**config.mk**
```make
export PLATFORM = sky130hd
export DESIGN_NAME = pce_ram
export DESIGN_NICKNAME = d
export VERILOG_FILES = /design/src/rtl/core/pce_ram.sv
export SDC_FILE = /design/constraint.sdc
export NUM_CORES = 2
export LEC_CHECK = 0
export BUFFER_PORTS_ARGS = -buffer_cell sky130_fd_sc_hd__buf_2
export CORE_MARGIN = 1
export CORE_UTILIZATION = 39
export CTS_CLUSTER_SIZE = 10
export DETAILED_ROUTE_END_ITERATION = 8
export HOLD_SLACK_MARGIN = 0.12
export SLEW_MARGIN = 25
export SYNTH_ARGS = -nofsm -noshare
export SYNTH_HDL_FRONTEND = slang
export SYNTH_SLANG_ARGS = --single-unit
```
**constraint.sdc**
```tcl
create_clock -name i_clk -period 3 [get_ports i_clk]
set_clock_uncertainty 0.1 [all_clocks]
set_input_delay 0.15 -clock i_clk [delete_from_list [all_inputs] [get_ports i_clk]]
set_output_delay 0.15 -clock i_clk [all_outputs]
set_load 0.005 [all_outputs]
```
**src/rtl/core/pce_ram.sv**
```systemverilog
`timescale 1ns / 1ps
`default_nettype none

module pce_ram #(
    parameter int WIDTH = 8,
    parameter int DEPTH = 256
) (
    input  wire logic                     i_clk,
    input  wire logic                     i_we,
    input  wire logic [$clog2(DEPTH)-1:0] i_waddr,
    input  wire logic [WIDTH-1:0]         i_wdata,
    input  wire logic                     i_re,
    input  wire logic [$clog2(DEPTH)-1:0] i_raddr,
    output logic      [WIDTH-1:0]         o_rdata
);

    logic [WIDTH-1:0] r_mem [DEPTH];
    logic [WIDTH-1:0] r_rdata;

    always_ff @(posedge i_clk) begin
        if (i_we) begin
            r_mem[i_waddr] <= i_wdata;
        end
        if (i_re) begin
            r_rdata <= r_mem[i_raddr];
        end
    end

    assign o_rdata = r_rdata;

endmodule

`default_nettype wire

```
Word-level counts from Yosys, hierarchy flattened --
Memories as Yosys holds them, arrays and structs flattened. A register that Yosys moved wholly into a read port is not among the register bits. Cells that the tools add are included.
Storage, ports and cells: register bits after elaboration 0, memories kept 1, bits of input ports 27, bits in writable memories 2048
Memories:
- r_mem | words 256, bits a word 8, rd ports 1, clocked after Yosys merged registers in 1, wr ports 1, line 17 | logic [WIDTH-1:0] r_mem [DEPTH];
Operators by class: muxes and demuxes 2
Operators by type and width (number):
- 2-to-1 mux 1 bit | 2

Longest topological paths before layout --
depth in word-level cells 2, gate-level depth with buffers 11

Least setup slack after synthesis --
OpenSTA, ideal clock, no wires.
kind input-to-reg, start point input i_raddr[0], end point register r_rdata[2], in the netlist o_rdata[2], read port of r_mem, data pin, setup time 0.269 ns, stages on the path 9, path slack 0.674 ns, data required time 2.631 ns, arrival 1.957 ns, path through buf_6 buf_12 buf_8 buf_2 mux4_2 a22oi_1 a21oi_1 nor4_1 nor4_2
RTL lines:
- from (decl) | line 13 | input wire logic [$clog2(DEPTH)-1:0] i_raddr,
- to (decl) | line 18 | logic [WIDTH-1:0] r_rdata;

==> out/results.ini <==
[routing]
firstDrtPassIters = 7
wl_per_cell_um = 29.09
wl_mm = 204.7
ant_nets = 0
viasPerCell = 5.694
vias = 40060
drtIter0Drc = 4088
drc = 0

[worst_setup_path]
cp_data_required_time_ns = 3.48
rr_worst_depth = 6
path_class = reg2reg
arrival_ns = 3.45
r2r_end = o_rdata[4]
rrSetupSlack_ns = 0.03
crit_path_start_kind = register
path_max_fanout = 1
rr_startpoint = r_mem[64][4]
crit_path_end_kind = register

[pwr]
pwr-share-comb_pct = 5.4
sequentialPowerShare_pct = 53.9
switching_share_pct = 21.09
p_leak_nw = 29.58
internal_power_mw = 46.49
power_per_cell_area_mw_per_mm2 = 632.9
clockPowerShare_pct = 40.7
ir_worst_vdd_mv = 0.5588
switching_power_mw = 12.42

[timing]
worstMarginPinSlew_ns = 0.9261
relSlewSlack_pct = 38.26
clock.fmax_ghz = 0.3363
fin_crit_sh_pct = 99.12
setup_viol = 0
timing.final.hold_violations = 0
slew_viol_final = 0
setup_ws_ns = 0.02648
period_needed_ns = 2.974
rsz0062_at_grt = false

[synth]
syn_area_per_cell_sq_um = 21.33
syn-num-nets = 3760
ys_ff_latch = 2056
synth_flop_cell = edfxtp_1
yosysWarnings = 0
ys_seq_area_share_pct = 77.53
synth_edf_count = 2056
synthCells = 3733
synthArstFlopShare_pct = 0
synthesis.area_sq_mm = 0.07964
synthDistinctLibCells = 54

[clock_tree]
clk_latency_ns = 0.86
cts_tree = built
cts_buffers = 225
cts-root-buf = clkbuf_16
clkTransAtPathRegs_ns = 0.06
htree_levels = 4
clockBufferDepth = 3
cts_setup_buffers = 0
clkSinkCount = 2056

[finish]
mostFrequentLayoutCells = edfxtp_1, buf_4, mux4_2, nor2_1, clkbuf_16
final_core_util_pct = 45.96
stdcell_area_sq_mm = 0.09307
drive_above_1_share_pct = 29.87
areaGrowthSynthToFinish_pct = 16.87
nets = 4356
layout_commonest_cell = edfxtp_1

[placement]
gp_congestion = 0.8570
portBuffers = 34
hpwl_mm = 131.1
dp_worst_setup_slack_ns = -0.3964
placed_area_sq_mm = 0.08677

[status]
status = finished, final reports clean

[global_route]
grt_pass1_vias = 40900
grt_usage_pct = 19.89
grt_max_degree = 103
grt-ovfl-total = 0
grt_pass1_wl_mm = 294.9
antenna_found_initial = 10

[hold_path]
min_path_type = in2reg
hold_end = o_rdata[3]
hold_depth = 2
min_from = i_re

[floorplan]
core_area_sq_mm = 0.2025
start_util_pct = 39.32
die-height_um = 453.9
num_rows = 165
die_w_um = 453.9
die_area_sq_mm = 0.2060
pin_count = 35

[job]
maxCapViolations = 0

==> registers in the layout, indices dropped and copies added, names as in the netlist <==
name / count
o_rdata: 8
r_mem: 2048
==> final cells by class <==
class	count	area (sq um)
antenna	5	12.51
multi-input combinational	1442	16520
fill	16730	109500
inverter	2	7.507
sequential	2056	61740
clock inverter	15	292.8
timing repair buffer	602	5395
clock buffer	242	5758
tap	2672	3343
==> metrics by stage <==
| step | total power, mW | std cells | hold WS, ns | TNS, ns |
|---|---|---|---|---|
| after CTS | 59.36 | 7031 | 0.1922 | 0 |
| final | 58.91 | 7036 | 0.2486 | 0 |
| after global placement | 35.48 | 6752 | 0.4928 | -2.859 |
| after floorplan | 33.85 | 3733 | 0.1489 | 0 |
| after detailed placement | 35.51 | 6752 | 0.4875 | -2.038 |
| after global routing | 60.44 | 7033 | 0.1948 | 0 |
==> routing by layer <==
metal	global-route usage, %	share of wire, %	vias up
li1	-	-	16760
met1	27.56	42	21510
met2	32.17	49	1476
met3	3.238	6.3	307
met4	6.361	2.9	4
met5	0	0.018	-
==> power groups by stage <==
stage          clock [mW]  combinational, mW  sequential [mW]
5_1_grt              25.4               3.34             31.7
6_report             24.0               3.17             31.8
2_1_floorplan           0               1.54             32.3
4_1_cts              24.4               3.21             31.8
3_5_place_dp            0               3.17             32.3
3_3_place_gp            0               3.14             32.3
==> synth_stat cells, types with 6 or more instances <==
| cell type | number | area [sq um] |
|---|---|---|
| edfxtp_1 | 2056 | 61740 |
| and2_1 | 6 | 37.54 |
| mux2i_1 | 134 | 1341 |
| buf_12 | 8 | 160.2 |
| a22oi_1 | 133 | 998.5 |
| a22o_1 | 8 | 70.07 |
| nand2b_1 | 8 | 50.05 |
| nand4_1 | 10 | 62.56 |
| nand2_1 | 33 | 123.9 |
| nor2_1 | 282 | 1059 |
| buf_2 | 31 | 155.2 |
| a211oi_1 | 16 | 120.1 |
| clkbuf_1 | 111 | 416.7 |
| a221oi_1 | 13 | 113.9 |
| nor4_1 | 24 | 150.1 |
| a21oi_1 | 96 | 480.5 |
| nor2b_1 | 31 | 193.9 |
| buf_8 | 13 | 195.2 |
| o21ai_0 | 10 | 50.05 |
| nor3_1 | 22 | 110.1 |
| o221ai_1 | 46 | 402.9 |
| o211ai_1 | 10 | 75.07 |
| nand3_1 | 34 | 170.2 |
| buf_6 | 21 | 236.5 |
| mux4_2 | 454 | 10220 |
| o22ai_1 | 28 | 175.2 |
| buf_1 | 22 | 82.58 |
| buf_4 | 27 | 202.7 |
==> cells by family (layout without fill, tap and decap cells) <==
group	count (synthesis)	in the layout	synth area share [%]
flip-flops	2056	2056	77.53
AND/OR/NAND/NOR	466	466	2.625
other	0	5	0
multiplexers	591	591	14.60
buffers and inverters	235	861	1.829
AO/OA/AOI/OAI	385	385	3.416
==> worst max-delay path, stage by stage, from the launching register on <==
cell and delay (ns):
edfxtp_1 0.37, mux4_2 0.48, mux4_2 0.52, nor2b_1 0.16, nor4_1 0.74, buf_4 0.27, nor4_1 0.06
==> worst max-delay path by stage <==
stage / start / end / slack, ns / cells after the start
after CTS: r_mem[64][2] / o_rdata[2] / 0.03 / 6
after global routing: r_mem[76][4] / o_rdata[4] / 0.01 / 8
after detailed placement: i_raddr[0] / o_rdata[7] / -0.40 / 10
after floorplan: i_raddr[0] / o_rdata[2] / 0.67 / 9
final: r_mem[64][4] / o_rdata[4] / 0.03 / 6
after global placement: i_raddr[0] / o_rdata[3] / -0.59 / 9
==> what timing repair did <==
action | CTS | global route
resized for setup | 3 | 0
setup endpoints to repair | 3 | 0
hold endpoints to repair | 2855 | 0
hold buffers | 22 | 0
Note: power is estimated with default switching activity, not from simulation.
