--- src/rtl/core/pce_pkg.sv ---
`timescale 1ns / 1ps
`default_nettype none

package pce_pkg;

    localparam int MAX_CODE_LEN = 32;
    localparam int HEADER_BITS  = 3;
    localparam int TABLE_DEPTH  = 256;
    localparam int ADDR_W       = $clog2(TABLE_DEPTH);
    localparam int SYM_W        = 8;
    localparam int CODE_W       = 32;
    localparam int LEN_W        = 6;
    localparam int FILL_W       = 3;
    localparam int ACC_W        = 7;
    localparam int SUM_W        = CODE_W + ACC_W;
    localparam int CNT_W        = 3;
    localparam int ENTRY_W      = LEN_W + CODE_W;

    // transaction kinds
    localparam logic [1:0] KIND_LOAD   = 2'd0;
    localparam logic [1:0] KIND_ENCODE = 2'd1;
    localparam logic [1:0] KIND_FLUSH  = 2'd2;

    typedef struct packed {
        logic [1:0]        kind;
        logic [SYM_W-1:0]  symbol;
        logic [CODE_W-1:0] code_bits;
        logic [LEN_W-1:0]  code_length;
    } t_in;

    typedef struct packed {
        logic [7:0] out_byte;
        logic [2:0] pad_count;
        logic       is_last;
        logic       status;
    } t_out;

    // table entry, code held left aligned with zeros below its length
    typedef struct packed {
        logic [LEN_W-1:0]  len;
        logic [CODE_W-1:0] code;
    } t_entry;

    // item waiting in the lookup stage
    typedef struct packed {
        logic flush;
        logic hit;
    } t_s1;

    // burst of bytes handed to the output stage
    typedef struct packed {
        logic [CODE_W-1:0] word;
        logic [CNT_W-1:0]  cnt;
        logic [2:0]        pad;
        logic              last;
        logic              status;
    } t_job;

endpackage

`default_nettype wire

--- src/rtl/core/pce_emitter.sv ---
`timescale 1ns / 1ps
`default_nettype none

module pce_emitter (
    input  wire logic         i_clk,
    input  wire logic         i_rst_n,
    input  wire logic         i_load,
    input  wire pce_pkg::t_job i_job,
    output logic              o_free,
    output logic              o_out_valid,
    input  wire logic         i_out_ready,
    output pce_pkg::t_out     o_out_data
);

    logic [pce_pkg::CODE_W-1:0] r_word;
    logic [pce_pkg::CNT_W-1:0]  r_cnt;
    logic [2:0]                 r_pad;
    logic                       r_last;
    logic                       r_status;
    logic                       w_pop;

    assign o_out_valid = (r_cnt != '0);
    assign w_pop       = o_out_valid && i_out_ready;
    assign o_free      = (r_cnt == '0) || ((r_cnt == pce_pkg::CNT_W'(1)) && i_out_ready);

    assign o_out_data.out_byte  = r_word[pce_pkg::CODE_W-1 -: 8];
    assign o_out_data.pad_count = r_pad;
    assign o_out_data.is_last   = r_last;
    assign o_out_data.status    = r_status;

    always_ff @(posedge i_clk) begin
        if (!i_rst_n) begin
            r_cnt <= '0;
        end else if (i_load) begin
            r_cnt <= i_job.cnt;
        end else if (w_pop) begin
            r_cnt <= r_cnt - pce_pkg::CNT_W'(1);
        end
    end

    always_ff @(posedge i_clk) begin
        if (i_load) begin
            r_word   <= i_job.word;
            r_pad    <= i_job.pad;
            r_last   <= i_job.last;
            r_status <= i_job.status;
        end else if (w_pop) begin
            r_word <= {r_word[pce_pkg::CODE_W-9:0], 8'd0};
        end
    end

    a_cnt_range: assert property (@(posedge i_clk) disable iff (!i_rst_n)
        (r_cnt <= pce_pkg::CNT_W'(4)))
        else $error("byte count out of range");

    a_last_single: assert property (@(posedge i_clk) disable iff (!i_rst_n)
        (o_out_valid && (o_out_data.is_last || o_out_data.status))
            |-> (r_cnt == pce_pkg::CNT_W'(1)))
        else $error("flagged byte inside a burst");

endmodule

`default_nettype wire
--- config.mk ---
export PLATFORM = sky130hd
export DESIGN_NAME = pce_emitter
export DESIGN_NICKNAME = d
export VERILOG_FILES = /design/src/rtl/core/pce_pkg.sv /design/src/rtl/core/pce_emitter.sv
export SDC_FILE = /design/constraint.sdc
export NUM_CORES = 1
export LEC_CHECK = 0
export BUFFER_PORTS_ARGS = -buffer_cell sky130_fd_sc_hd__buf_2
export CORE_MARGIN = 5
export CORE_UTILIZATION = 53
export CTS_CLUSTER_DIAMETER = 120
export DETAILED_ROUTE_END_ITERATION = 6
export MAX_ROUTING_LAYER = met4
export PLACE_DENSITY = 0.86
export RECOVER_POWER = 100
export SLEW_MARGIN = 40
export SYNTH_ARGS = -nofsm -noshare
export SYNTH_HDL_FRONTEND = slang
export SYNTH_SLANG_ARGS = --single-unit
--- constraint.sdc ---
create_clock -name i_clk -period 5 [get_ports i_clk]
set_input_delay 0.5 -clock i_clk [delete_from_list [all_inputs] [get_ports i_clk]]
set_output_delay 0.5 -clock i_clk [all_outputs]
set_load 0.1 [all_outputs]
=== Yosys cells after proc, flatten, opt, wreduce, memory -nomap -nowiden ===
Index checks and enable logic that the tools add are counted.

* Logic and storage cells: 17
* Output and inout port bits: 15
* Register bits: 40

* Reduce and logical (&&, ||, !) cells: 6
* Equal/unequal tests: 1
* Muxes and demuxes: 4
* Add/sub/neg operators: 1

{| class="wikitable"
|+ Operators with widths
! operator !! number
|-
| 32-bit 2-to-1 mux || 2
|-
| 3-bit 2-to-1 mux || 2
|-
| 3-bit by 1-bit == test with 1-bit output, second input constant || 1
|-
| 3-bit zero test || 1
|-
| 3-bit nonzero test || 1
|-
| 3-bit by 1-bit subtractor with 3-bit output, second input constant || 1
|-
| 1-bit logical AND || 2
|-
| 2-bit nonzero test || 1
|-
| 1-bit logical OR || 1
|}

=== Depth between registers and ports, before layout ===
* Depth after elaboration: 4
* Mapped depth: 5
* Gate-level depth less buffers: 5

=== Worst setup path before layout ===
OpenSTA, ideal clock, no wires.

* Kind: register to output
* Start point: reg r_cnt[0] (netlist bit)
* End point: out o_free
* Slack: 2.589 ns
* Data required time: 4.500 ns
* Stages on the path, launching flop included: 5
* Arrival time: 1.911 ns
* Path through: dfxtp_1 inv_1 ha_1 a21oi_1 nor2_1

* Longest elaborated chain between the ends: 3

{| class="wikitable"
|+ Ends and longest elaborated chain
! what !! RTL line !! text
|-
| from (decl) || pce_emitter.sv:16 || <nowiki>logic [pce_pkg::CNT_W-1:0] r_cnt;</nowiki>
|-
| from (signal assigned) || pce_emitter.sv:35 || <nowiki>r_cnt <= i_job.cnt;</nowiki>
|-
| from (signal assigned) || pce_emitter.sv:37 || <nowiki>r_cnt <= r_cnt - pce_pkg::CNT_W'(1);</nowiki>
|-
| 3-bit by 1-bit == test with 1-bit output || pce_emitter.sv:24 || <nowiki>assign o_free = (r_cnt == '0) || ((r_cnt == pce_pkg::CNT_W'(1)) && i_out_ready);</nowiki>
|-
| 1-bit logical AND || pce_emitter.sv:24 ||
|-
| 1-bit logical OR (*) || pce_emitter.sv:24 ||
|-
| to (decl) || pce_emitter.sv:9 || <nowiki>output logic o_free,</nowiki>
|}

Mark *: on every way between the ends. The rest lies on a longest branch, timed or not.

=== Worst setup path in the final report ===
* Start point: in i_load
* End point: reg r_word[31] (netlist bit), enable pin

* Longest elaborated chain between the ends: 1

{| class="wikitable"
|+ Ends and longest elaborated chain
! what !! RTL line !! text
|-
| from (decl) || pce_emitter.sv:7 || <nowiki>input wire logic i_load,</nowiki>
|-
| 2-bit nonzero test (no line) || -- ||
|-
| to (signal assigned) || pce_emitter.sv:43 || <nowiki>r_word <= i_job.word;</nowiki>
|-
| to (signal assigned) || pce_emitter.sv:48 || <nowiki>r_word <= {r_word[pce_pkg::CODE_W-9:0], 8'd0};</nowiki>
|-
| to (decl) || pce_emitter.sv:15 || <nowiki>logic [pce_pkg::CODE_W-1:0] r_word;</nowiki>
|}

No other way between the ends.
A chain may end at the register's enable or synchronous reset.

==> impl_metrics.json <==
{
  "cts_resized": 0,
  "grt_start_max_net_pins": 42,
  "p_leak_nw": 0.8248,
  "nets": 209,
  "io-pin-count": 59,
  "die_h_um": 67.94,
  "synth_nets": 158,
  "start_util": 0.5417,
  "drive_above_1_share": 0.4540,
  "drt_iter0_markers": 34,
  "max_cap_violations": 1,
  "holdCritPathClass": "in2reg",
  "min_period_over_period": 0.6346,
  "firstDrtPassIters": 4,
  "synth_top_cell_area_share": 0.6245,
  "die_w_um": 67.94,
  "violations": "max-capacitance violations, max-slew violations",
  "dieArea_mm2": 0.004616,
  "rows": 21,
  "synthTopCellsByArea": "edfxtp_1, mux2_2, buf_4",
  "finalWorstSetupSlack_ns": 1.827,
  "synth_commonest_cells": "edfxtp_1, mux2_2, buf_4",
  "place_congestion": 0.7248,
  "ys_types": 20,
  "grt_antenna_before_repair": 0,
  "drcViolationCount": 0,
  "synth_ff_type": "edfxtp_1",
  "wire_per_inst_um": 14.18,
  "path_clk_slew_ns": 0.11,
  "post-place-ws_ns": 2.648,
  "period_needed_ns": 3.173,
  "syn_avg_cell_area_um2": 16.03,
  "vias": 1011,
  "final_hold_viol_count": 0,
  "ir_drop_mv": 0.1949,
  "grt_pass1_vias": 1010,
  "cts-root-buf": "clkbuf_4",
  "setup_violations": 0,
  "synth_edf_count": 37,
  "track_usage": 0.1379,
  "clock_path_buffers": 2,
  "postCtsSetupBuffers": 0,
  "worst_skew_pair.late_latency_ns": 0.34,
  "core_mm2": 0.003284,
  "placed_cell_area_mm2": 0.002016,
  "p_sw_uw": 245.3,
  "grt_pass1_wl_um": 4395,
  "grt.overflow.total": 0,
  "clock_sinks": 40,
  "worstPathArrival_ns": 3.13,
  "p_int_uw": 553.3,
  "hold_ws_ns": 0.3315,
  "rsz0062_at_grt": "false",
  "critPathRequiredTime_ns": 4.96,
  "crit_fanout": 41,
  "power_frac_seq": 0.523,
  "h-tree-depth": 2,
  "yosys_warnings": 0,
  "port_buffers": 58,
  "ctsHoldBuffers": 0,
  "antenna-diode-count": 0,
  "swShare": 0.3072,
  "dp.cells": 201,
  "slew_viol_final": 42,
  "area_growth_syn_to_layout_pct": 15.54,
  "power_frac_clock": 0.253,
  "vias_per_cell": 4.837,
  "status": "finished with violations",
  "start_kind": "input port",
  "synthArstFlopShare": 0,
  "cts_tree": "built",
  "finalInstanceArea_mm2": 0.002056,
  "cts_made_buffers": 5,
  "final.setup.tns_ns": 0,
  "syn_inst": 111,
  "synth_most_common_cell": "edfxtp_1",
  "yosysTopAreaCell": "edfxtp_1",
  "power.density_mw_per_mm2": 388.5,
  "tightest_slew_ns": 1.814,
  "ys_seq_area_frac": 0.6582,
  "fin_skew_ns": 0.009627,
  "endpoint_kind": "flip-flop",
  "wirelength_um": 2963,
  "clock.fmax_mhz": 315.2,
  "n_fill_cell": 259,
  "crit_type": "in2reg",
  "final_cells": 209,
  "synth-seq-cells": 40,
  "syn_area_mm2": 0.001779,
  "postRouteAntennaNets": 0,
  "relSlewSlack": -0.2095,
  "comb_power_share": 0.224
}
per-stage QoR:
stage | power, mW | utilization
4_1_cts | 0.8075 | 0.6366
5_1_grt | 0.8271 | 0.6259
6_report | 0.7986 | 0.6259
3_3_place_gp | 0.6024 | 0.6130
3_5_place_dp | 0.6105 | 0.6137
2_1_floorplan | 0.5828 | -
flip-flops by register name, indices dropped and copies added (netlist names):
signal / flops
r_cnt: 3
r_last: 1
r_pad: 3
r_status: 1
r_word: 32
power by group through the flow:
stage	logic, mW	registers [mW]	clock network [mW]
CTS	0.186	0.418	0.204
detailed placement	0.185	0.425	0
floorplan	0.146	0.436	0
global placement	0.180	0.423	0
finish	0.179	0.418	0.202
global route	0.188	0.422	0.218
path summary, 6_finish.rpt:
kind	to	from	slack, ns	cells past startpoint
worst max-delay path	r_word[31]	i_load	1.83	3
worst min-delay path	r_status	i_job[0]	0.33	1
worst max register to register	r_word[31]	r_cnt[0]	2.79	5
worst min register to register	r_word[24]	r_word[16]	0.56	1
cell usage in the layout (no fill, tap or decap), drive strengths merged:
cell / count
and2: 8
mux2i: 1
inv: 4
nand2: 3
nand3: 1
nor2: 3
ha: 3
nand2b: 1
clkinv: 2
o41ai: 1
clkbuf: 21
dfxtp: 3
mux2: 24
edfxtp: 37
and4: 1
o21ai: 2
buf: 42
bufinv: 1
a21oi: 3
and3: 1
a211oi: 1
layer usage:
layer,wire length [µm],track usage,share of wire,vias to the layer above
met1,1082,0.1390,0.37,472
met5,0,-,0,-
met3,235,0.04269,0.079,5
met2,1604,0.2443,0.54,34
met4,41,0.05955,0.014,0
li1,-,-,-,500
layout make-up:
| class | count | area [µm²] | share of cell area |
|---|---|---|---|
| sequential | 40 | 1171 | 0.5697 |
| tap | 46 | 57.56 | 0.02800 |
| timing repair buffer | 58 | 270.3 | 0.1315 |
| inverter | 4 | 15.01 | 0.007304 |
| clock inverter | 3 | 37.54 | 0.01826 |
| multi-input combinational | 53 | 466.7 | 0.2270 |
| clock buffer | 5 | 37.54 | 0.01826 |
cells by family after synthesis:
family | synth area share
AOI/OAI and AO/OA | 0.03024
adders and majority gates | 0.02110
buffers and inverters | 0.07243
DFF | 0.6582
muxes | 0.1575
and+or+nand+nor | 0.06048
critical path, stage by stage:
cell      delay [ns]
clkbuf_1        1.28
inv_1           0.32
nand2_1         1.02
(Power assumes the default switching activity.)
