`config.mk`:
```
export PLATFORM = sky130hd
export DESIGN_NAME = pce_packer
export DESIGN_NICKNAME = d
export VERILOG_FILES = /design/src/rtl/core/pce_pkg.sv /design/src/rtl/core/pce_packer.sv
export SDC_FILE = /design/constraint.sdc
export NUM_CORES = 1
export LEC_CHECK = 0
export BUFFER_PORTS_ARGS = -buffer_cell sky130_fd_sc_hd__buf_4
export CORE_MARGIN = 2
export CORE_UTILIZATION = 45
export DETAILED_ROUTE_END_ITERATION = 8
export PLACE_DENSITY = 0.77
export SLEW_MARGIN = 40
export SYNTH_ARGS = -nofsm -noshare
export SYNTH_HDL_FRONTEND = slang
export SYNTH_SLANG_ARGS = --single-unit
```
`constraint.sdc`:
```
create_clock -name i_clk -period 4.2 [get_ports i_clk]
set_input_delay 0.84 -clock i_clk [delete_from_list [all_inputs] [get_ports i_clk]]
set_output_delay 0.84 -clock i_clk [all_outputs]
set_load 0.02 [all_outputs]
```
`src/rtl/core/pce_pkg.sv`:
```
`timescale 1ns / 1ps
`default_nettype none

package pce_pkg;

    localparam int MAX_CODE_LEN = 32;
    localparam int HEADER_BITS  = 3;
    localparam int TABLE_DEPTH  = 256;
    localparam int ADDR_W       = $clog2(TABLE_DEPTH);
    localparam int SYM_W        = 8;
    localparam int CODE_W       = 32;
    localparam int LEN_W        = 6;
    localparam int FILL_W       = 3;
    localparam int ACC_W        = 7;
    localparam int SUM_W        = CODE_W + ACC_W;
    localparam int CNT_W        = 3;
    localparam int ENTRY_W      = LEN_W + CODE_W;

    // transaction kinds
    localparam logic [1:0] KIND_LOAD   = 2'd0;
    localparam logic [1:0] KIND_ENCODE = 2'd1;
    localparam logic [1:0] KIND_FLUSH  = 2'd2;

    typedef struct packed {
        logic [1:0]        kind;
        logic [SYM_W-1:0]  symbol;
        logic [CODE_W-1:0] code_bits;
        logic [LEN_W-1:0]  code_length;
    } t_in;

    typedef struct packed {
        logic [7:0] out_byte;
        logic [2:0] pad_count;
        logic       is_last;
        logic       status;
    } t_out;

    // table entry, code held left aligned with zeros below its length
    typedef struct packed {
        logic [LEN_W-1:0]  len;
        logic [CODE_W-1:0] code;
    } t_entry;

    // item waiting in the lookup stage
    typedef struct packed {
        logic flush;
        logic hit;
    } t_s1;

    // burst of bytes handed to the output stage
    typedef struct packed {
        logic [CODE_W-1:0] word;
        logic [CNT_W-1:0]  cnt;
        logic [2:0]        pad;
        logic              last;
        logic              status;
    } t_job;

endpackage

`default_nettype wire

```
`src/rtl/core/pce_packer.sv`:
```
`timescale 1ns / 1ps
`default_nettype none

module pce_packer (
    input  wire logic           i_clk,
    input  wire logic           i_rst_n,
    input  wire logic           i_commit,
    input  wire pce_pkg::t_s1    i_s1,
    input  wire pce_pkg::t_entry i_entry,
    output pce_pkg::t_job        o_job
);

    logic [pce_pkg::ACC_W-1:0]  r_acc;
    logic [pce_pkg::ACC_W-1:0]  n_acc;
    logic [pce_pkg::FILL_W-1:0] r_fill;
    logic [pce_pkg::FILL_W-1:0] n_fill;

    logic [pce_pkg::LEN_W-1:0]  w_fill_sum;
    logic [pce_pkg::CNT_W-1:0]  w_nbytes;
    logic [pce_pkg::SUM_W-1:0]  w_sum;
    logic [pce_pkg::ACC_W-1:0]  w_rest;
    logic [7:0]                 w_flush_byte;

    // pending bits sit at the top, the new code goes straight under them
    assign w_sum = {r_acc, {pce_pkg::CODE_W{1'b0}}}
                 | ({i_entry.code, {pce_pkg::ACC_W{1'b0}}} >> r_fill);
    assign w_fill_sum = pce_pkg::LEN_W'(r_fill) + i_entry.len;
    assign w_nbytes   = w_fill_sum[pce_pkg::LEN_W-1:3];
    assign w_flush_byte = {r_acc, 1'b0} | (8'hFF >> r_fill);

    always_comb begin
        unique case (w_nbytes)
            3'd0:    w_rest = w_sum[38:32];
            3'd1:    w_rest = w_sum[30:24];
            3'd2:    w_rest = w_sum[22:16];
            3'd3:    w_rest = w_sum[14:8];
            3'd4:    w_rest = w_sum[6:0];
            default: w_rest = w_sum[38:32];
        endcase
    end

    always_comb begin
        o_job  = '0;
        n_acc  = r_acc;
        n_fill = r_fill;
        if (i_s1.flush) begin
            if (r_fill != '0) begin
                o_job.word = {w_flush_byte, 24'd0};
                o_job.cnt  = pce_pkg::CNT_W'(1);
                o_job.pad  = 3'(4'd8 - {1'b0, r_fill});
                o_job.last = 1'b1;
            end
            n_acc  = '0;
            n_fill = pce_pkg::FILL_W'(pce_pkg::HEADER_BITS);
        end else if (!i_s1.hit) begin
            o_job.cnt    = pce_pkg::CNT_W'(1);
            o_job.status = 1'b1;
        end else begin
            o_job.word = w_sum[pce_pkg::SUM_W-1 -: pce_pkg::CODE_W];
            o_job.cnt  = w_nbytes;
            n_acc      = w_rest;
            n_fill     = w_fill_sum[2:0];
        end
    end

    always_ff @(posedge i_clk) begin
        if (!i_rst_n) begin
            r_acc  <= '0;
            r_fill <= pce_pkg::FILL_W'(pce_pkg::HEADER_BITS);
        end else if (i_commit) begin
            r_acc  <= n_acc;
            r_fill <= n_fill;
        end
    end

    // bits below the pending count are kept clear
    a_acc_clean: assert property (@(posedge i_clk) disable iff (!i_rst_n)
        ((r_acc << r_fill) == '0))
        else $error("accumulator holds stray bits");

endmodule

`default_nettype wire

```
Word-level counts from Yosys, hierarchy flattened --
Index checks and enable logic that the tools add are counted.
Word-level totals: register bits after elaboration 10, input bits 43, output and inout port bits 40
Operators by class: $add $sub $neg 2, equality and inequality tests 4, shifts and indexed selects 2, multiplexer cells 12, bitwise logic cells 2, reductions and logical operators 3
Operator list (number):
- $mux W39 | 1
- $or A39 B39 Y39 | 1
- $shr A39 B3 Y39 | 1
- $mux W35 | 1
- $mux W32 | 1
- $pmux W7 S4 | 1
- $mux W7 | 2
- $mux W3 | 3
- $or A8 B8 Y8 | 1
- $shr A8 B3 Y8 const A | 1
- $add A3 B6 Y6 | 1
- $eq A3 B2 Y1 const B | 2
- $mux W4 | 1
- $eq A3 B1 Y1 const B | 1
- $eq A3 B3 Y1 const B | 1
- $reduce_bool A3 Y1 | 1
- $sub A1 B3 Y3 const A | 1
- $mux W1 | 2
- $reduce_and A2 Y1 | 1
- $reduce_bool A2 Y1 | 1

Depth between registers and ports, before layout --
depth in word-level cells 5, depth in mapped cells 11

Worst setup path after synthesis --
Ideal clock, no wire load.
path type input port to output port, start point input port i_entry[32] (netlist bit), end point output port o_job[6] (netlist bit), arrival time 2.427 ns, required time 3.360 ns, slack 0.933 ns, stages 6, buffers on the path 1, path through ha_1 -> fa_1 -> a21o_1 -> a32oi_1 -> clkbuf_1 -> nor2_1
RTL lines:
- from (decl) | RTL line pce_packer.sv:9 | input wire pce_pkg::t_entry i_entry,
- to (decl) | RTL line pce_packer.sv:10 | output pce_pkg::t_job o_job

==> run_results.csv <==
group,metric,value,unit
floorplan,dieArea,0.00692,mm2
drt,via_per_inst,6.35,
timing,tightest_slew,0.637,ns
drt,antenna_left,0,
run_status,status,"completed",
critical_path,reg2reg_from,"r_fill[2]$_SDFFE_PN0P_",
critical_path,cpMostUsedCell,"buf_4",
synth,ys_ff_latch,10,
global_routing,grt_pass1_vias,2988,
cts,hold_buffers,0,
floorplan,core,0.00599,mm2
synth,yosys_warnings,0,
synth,synth.distinct_cells,61,
synth,synth_area,0.00282,mm2
cts,cts_resized,0,
synth,async_flop_share,0,
power_and_ir_drop,ir_worst_vdd,0.0986,mV
drt,drt_iter0_markers,205,
critical_path,setup.worst_path.start_class,"input port",
cts,cts.path.max_buffers,2,
drt,drc,0,
cells_and_area,final_nets,487,
floorplan,die_h,83.2,um
timing,finalSetupViolCount,0,
critical_path,end_kind,"output port",
critical_path,worst-path-max-fanout,10,
power_and_ir_drop,p_leak,1.50,nW
critical_path,critical_path.max_stage_delay,0.52,ns
min_path,hold_class,"reg -> reg",
drt,avgRoutedWirePerCell,18.2,um
critical_path,critical_path.endpoint,"o_job[5]",
floorplan,initial_core_util,0.471,
global_routing,antenna_found_initial,0,
critical_path,r2r_cells,7,
drt,first_pass_iters,6,
global_routing,grt_remaining_overflow,0,
global_routing,grt_usage,0.256,
critical_path,crit_start,"i_entry[34]",
cts,cts_buffers,3,
critical_path,critPathRequiredTime,3.36,ns
synth,synth_edf_count,0,
synth,synth_common_cells,"nand2_1, mux2i_1, nor2_1",
timing,fin_crit_sh,0.890,
synth,yosys.area.top_type_share,0.156,
cells_and_area,final_area,0.00351,mm2
timing,slew_headroom,0.575,
synth,synth_top_area_cell,"mux2i_1",
floorplan,fp.dieW,83.2,um
cts,cts-root-buf,"clkbuf_8",
timing,hold_viol_final,0,
power_and_ir_drop,power.density,175,mW/mm2
cts,clk_pin_slew,0.05,ns
timing,fmax,268,MHz
placement,dp_slack,0.501,ns
placement,gp_congestion,0.889,
timing,slew_violations,0,
cts,clkLatencyLatePin,0.25,ns
global_routing,grt_max_degree,52,
timing,finalSetupTns,0,ns
synth,synthesis.nets,423,
placement,portBuffers,82,
cells_and_area,antenna-diode-count,0,
cts,cts_sinks,10,
placement,dpl.hpwl,7110,um
critical_path,r2r_setup_slack,1.53,ns
global_routing,grt_pass1_wl,14800,um
synth,ys.flop_type,"dfxtp_1",
cts,postCtsSetupRepairBufs,0,
critical_path,path_cells,"buf_4 > ha_1 > nand3_1 > a21oi_1 > or2_0 > a22oi_1 > buf_4",
timing,fin_skew,0.00487,ns
placement,dpl_cell_area,0.00345,mm2
critical_path,cp.arrival,2.90,ns
floorplan,rows,28,
cts,h-tree-depth,1,
floorplan,io_pins,83,
timing,fin_ws,0.463,ns
synth,ys_seq_area_frac,0.0709,
critical_path,crit_type,"in -> out",
synth,yosysMostFrequentCell,"nand2_1",
critical_path,cp_slowest_cell,"or2_0",
cells_and_area,n_fill_cell,566,
synth,synth_area_per_cell,7.59,um2
critical_path,r2r-end,"r_acc[0]$_SDFFE_PN0P_",
timing,fin_crit,3.74,ns
cells_and_area,area.growth.synth_to_final,24.2,%
timing,rsz0062_at_grt,"no",
cts,cts_tree,"done",
run,drv_cap,0,
drt,wl,9270,um
drt,route.vias.total,3237,
synth,syn_inst,372,
cells_and_area,layout-drive-gt1-share,0.301,
synth,netlist_top_cells_area,"mux2i_1, mux4_2, dfxtp_1, nand2_1, nor2_1",
[through the flow]
stage	hold WS, ns	instances	power [mW]	utilization
6_report	0.471	510	0.613	0.585
5_1_grt	0.501	510	0.644	0.585
4_1_cts	0.472	510	0.607	0.585
3_5_place_dp	0.464	506	0.482	0.576
3_3_place_gp	0.454	506	0.479	0.576
2_1_floorplan	0.441	372	0.351	-
[worst max-delay path, delay by kind of cell]
| kind | cells | cell delay [ns] |
|---|---|---|
| AND/OR/NAND/NOR | 2 | 0.84 |
| adder cells (fa/ha/maj) | 1 | 0.46 |
| buffers and inverters | 2 | 0.31 |
| AO/OA/AOI/OAI | 2 | 0.45 |
[where the power goes]
part / internal [mW] / switching [mW] / leakage [nW]
clock network: 0.0828 / 0.0425 / 0.0288
registers: 0.0990 / 0.00314 / 0.0812
logic: 0.168 / 0.218 / 1.39
[cells in the final DEF, fill, tap and decap left out, types with 7 or more instances in the layout]
cell | synthesis | layout
inv_1 | 8 | 8
buf_4 | 1 | 91
nand3_1 | 9 | 9
and3_1 | 7 | 7
o21ai_0 | 11 | 11
mux2_2 | 9 | 9
nor3_1 | 11 | 11
nor2_1 | 37 | 37
mux4_2 | 18 | 18
ha_1 | 7 | 7
mux2i_1 | 44 | 44
a21oi_1 | 21 | 21
o211ai_1 | 7 | 7
dfxtp_1 | 10 | 8
nand2_1 | 45 | 45
nor2b_1 | 8 | 7
o22ai_1 | 8 | 8
[sequential cells by signal, summed over array words and instances, names as in the netlist]
signal  cells
r_acc       7
r_fill      3
[worst min path at each step]
stage	start	to	slack, ns	cells past startpoint
floorplan	r_acc[4]$_SDFFE_PN0P_	r_acc[4]$_SDFFE_PN0P_	0.44	2
global placement	r_acc[4]$_SDFFE_PN0P_	r_acc[4]$_SDFFE_PN0P_	0.45	2
detailed placement	r_acc[4]$_SDFFE_PN0P_	r_acc[4]$_SDFFE_PN0P_	0.46	2
CTS	r_acc[4]$_SDFFE_PN0P_	r_acc[4]$_SDFFE_PN0P_	0.47	2
global route	r_acc[6]$_SDFFE_PN0P_	r_acc[6]$_SDFFE_PN0P_	0.50	1
finish	r_acc[4]$_SDFFE_PN0P_	r_acc[4]$_SDFFE_PN0P_	0.47	2
[cells by family (layout without fill, tap and decap cells)]
family                   count (synthesis)  count (layout)  share of synthesized area
AND/OR/NAND/NOR                        134             134                      0.218
XOR/XNOR                                 2               2                    0.00621
buffers and inverters                   43             106                     0.0687
multiplexers                            76              76                      0.355
flip-flops                              10              10                     0.0709
adder cells (fa/ha/maj)                  8               8                     0.0381
AO/OA/AOI/OAI                           99              99                      0.242
[area by class of cell]
class / instances / area, um2 / area share
clock buffers: 4 / 55.1 / 0.0157
multi-input cells: 319 / 2430 / 0.693
inverters: 11 / 41.3 / 0.0118
well taps: 75 / 93.8 / 0.0268
repair buffers: 91 / 683 / 0.195
flip-flops and latches: 10 / 203 / 0.0578
[routing by layer]
metal  wire length [um]  vias up  track usage
met1               3940     1505        0.349
li1                   -     1539            -
met2               4530      176        0.435
met5                  0        -            0
met3                649       17       0.0159
met4                151        0       0.0715
Note: power is estimated with default switching activity, not from simulation.
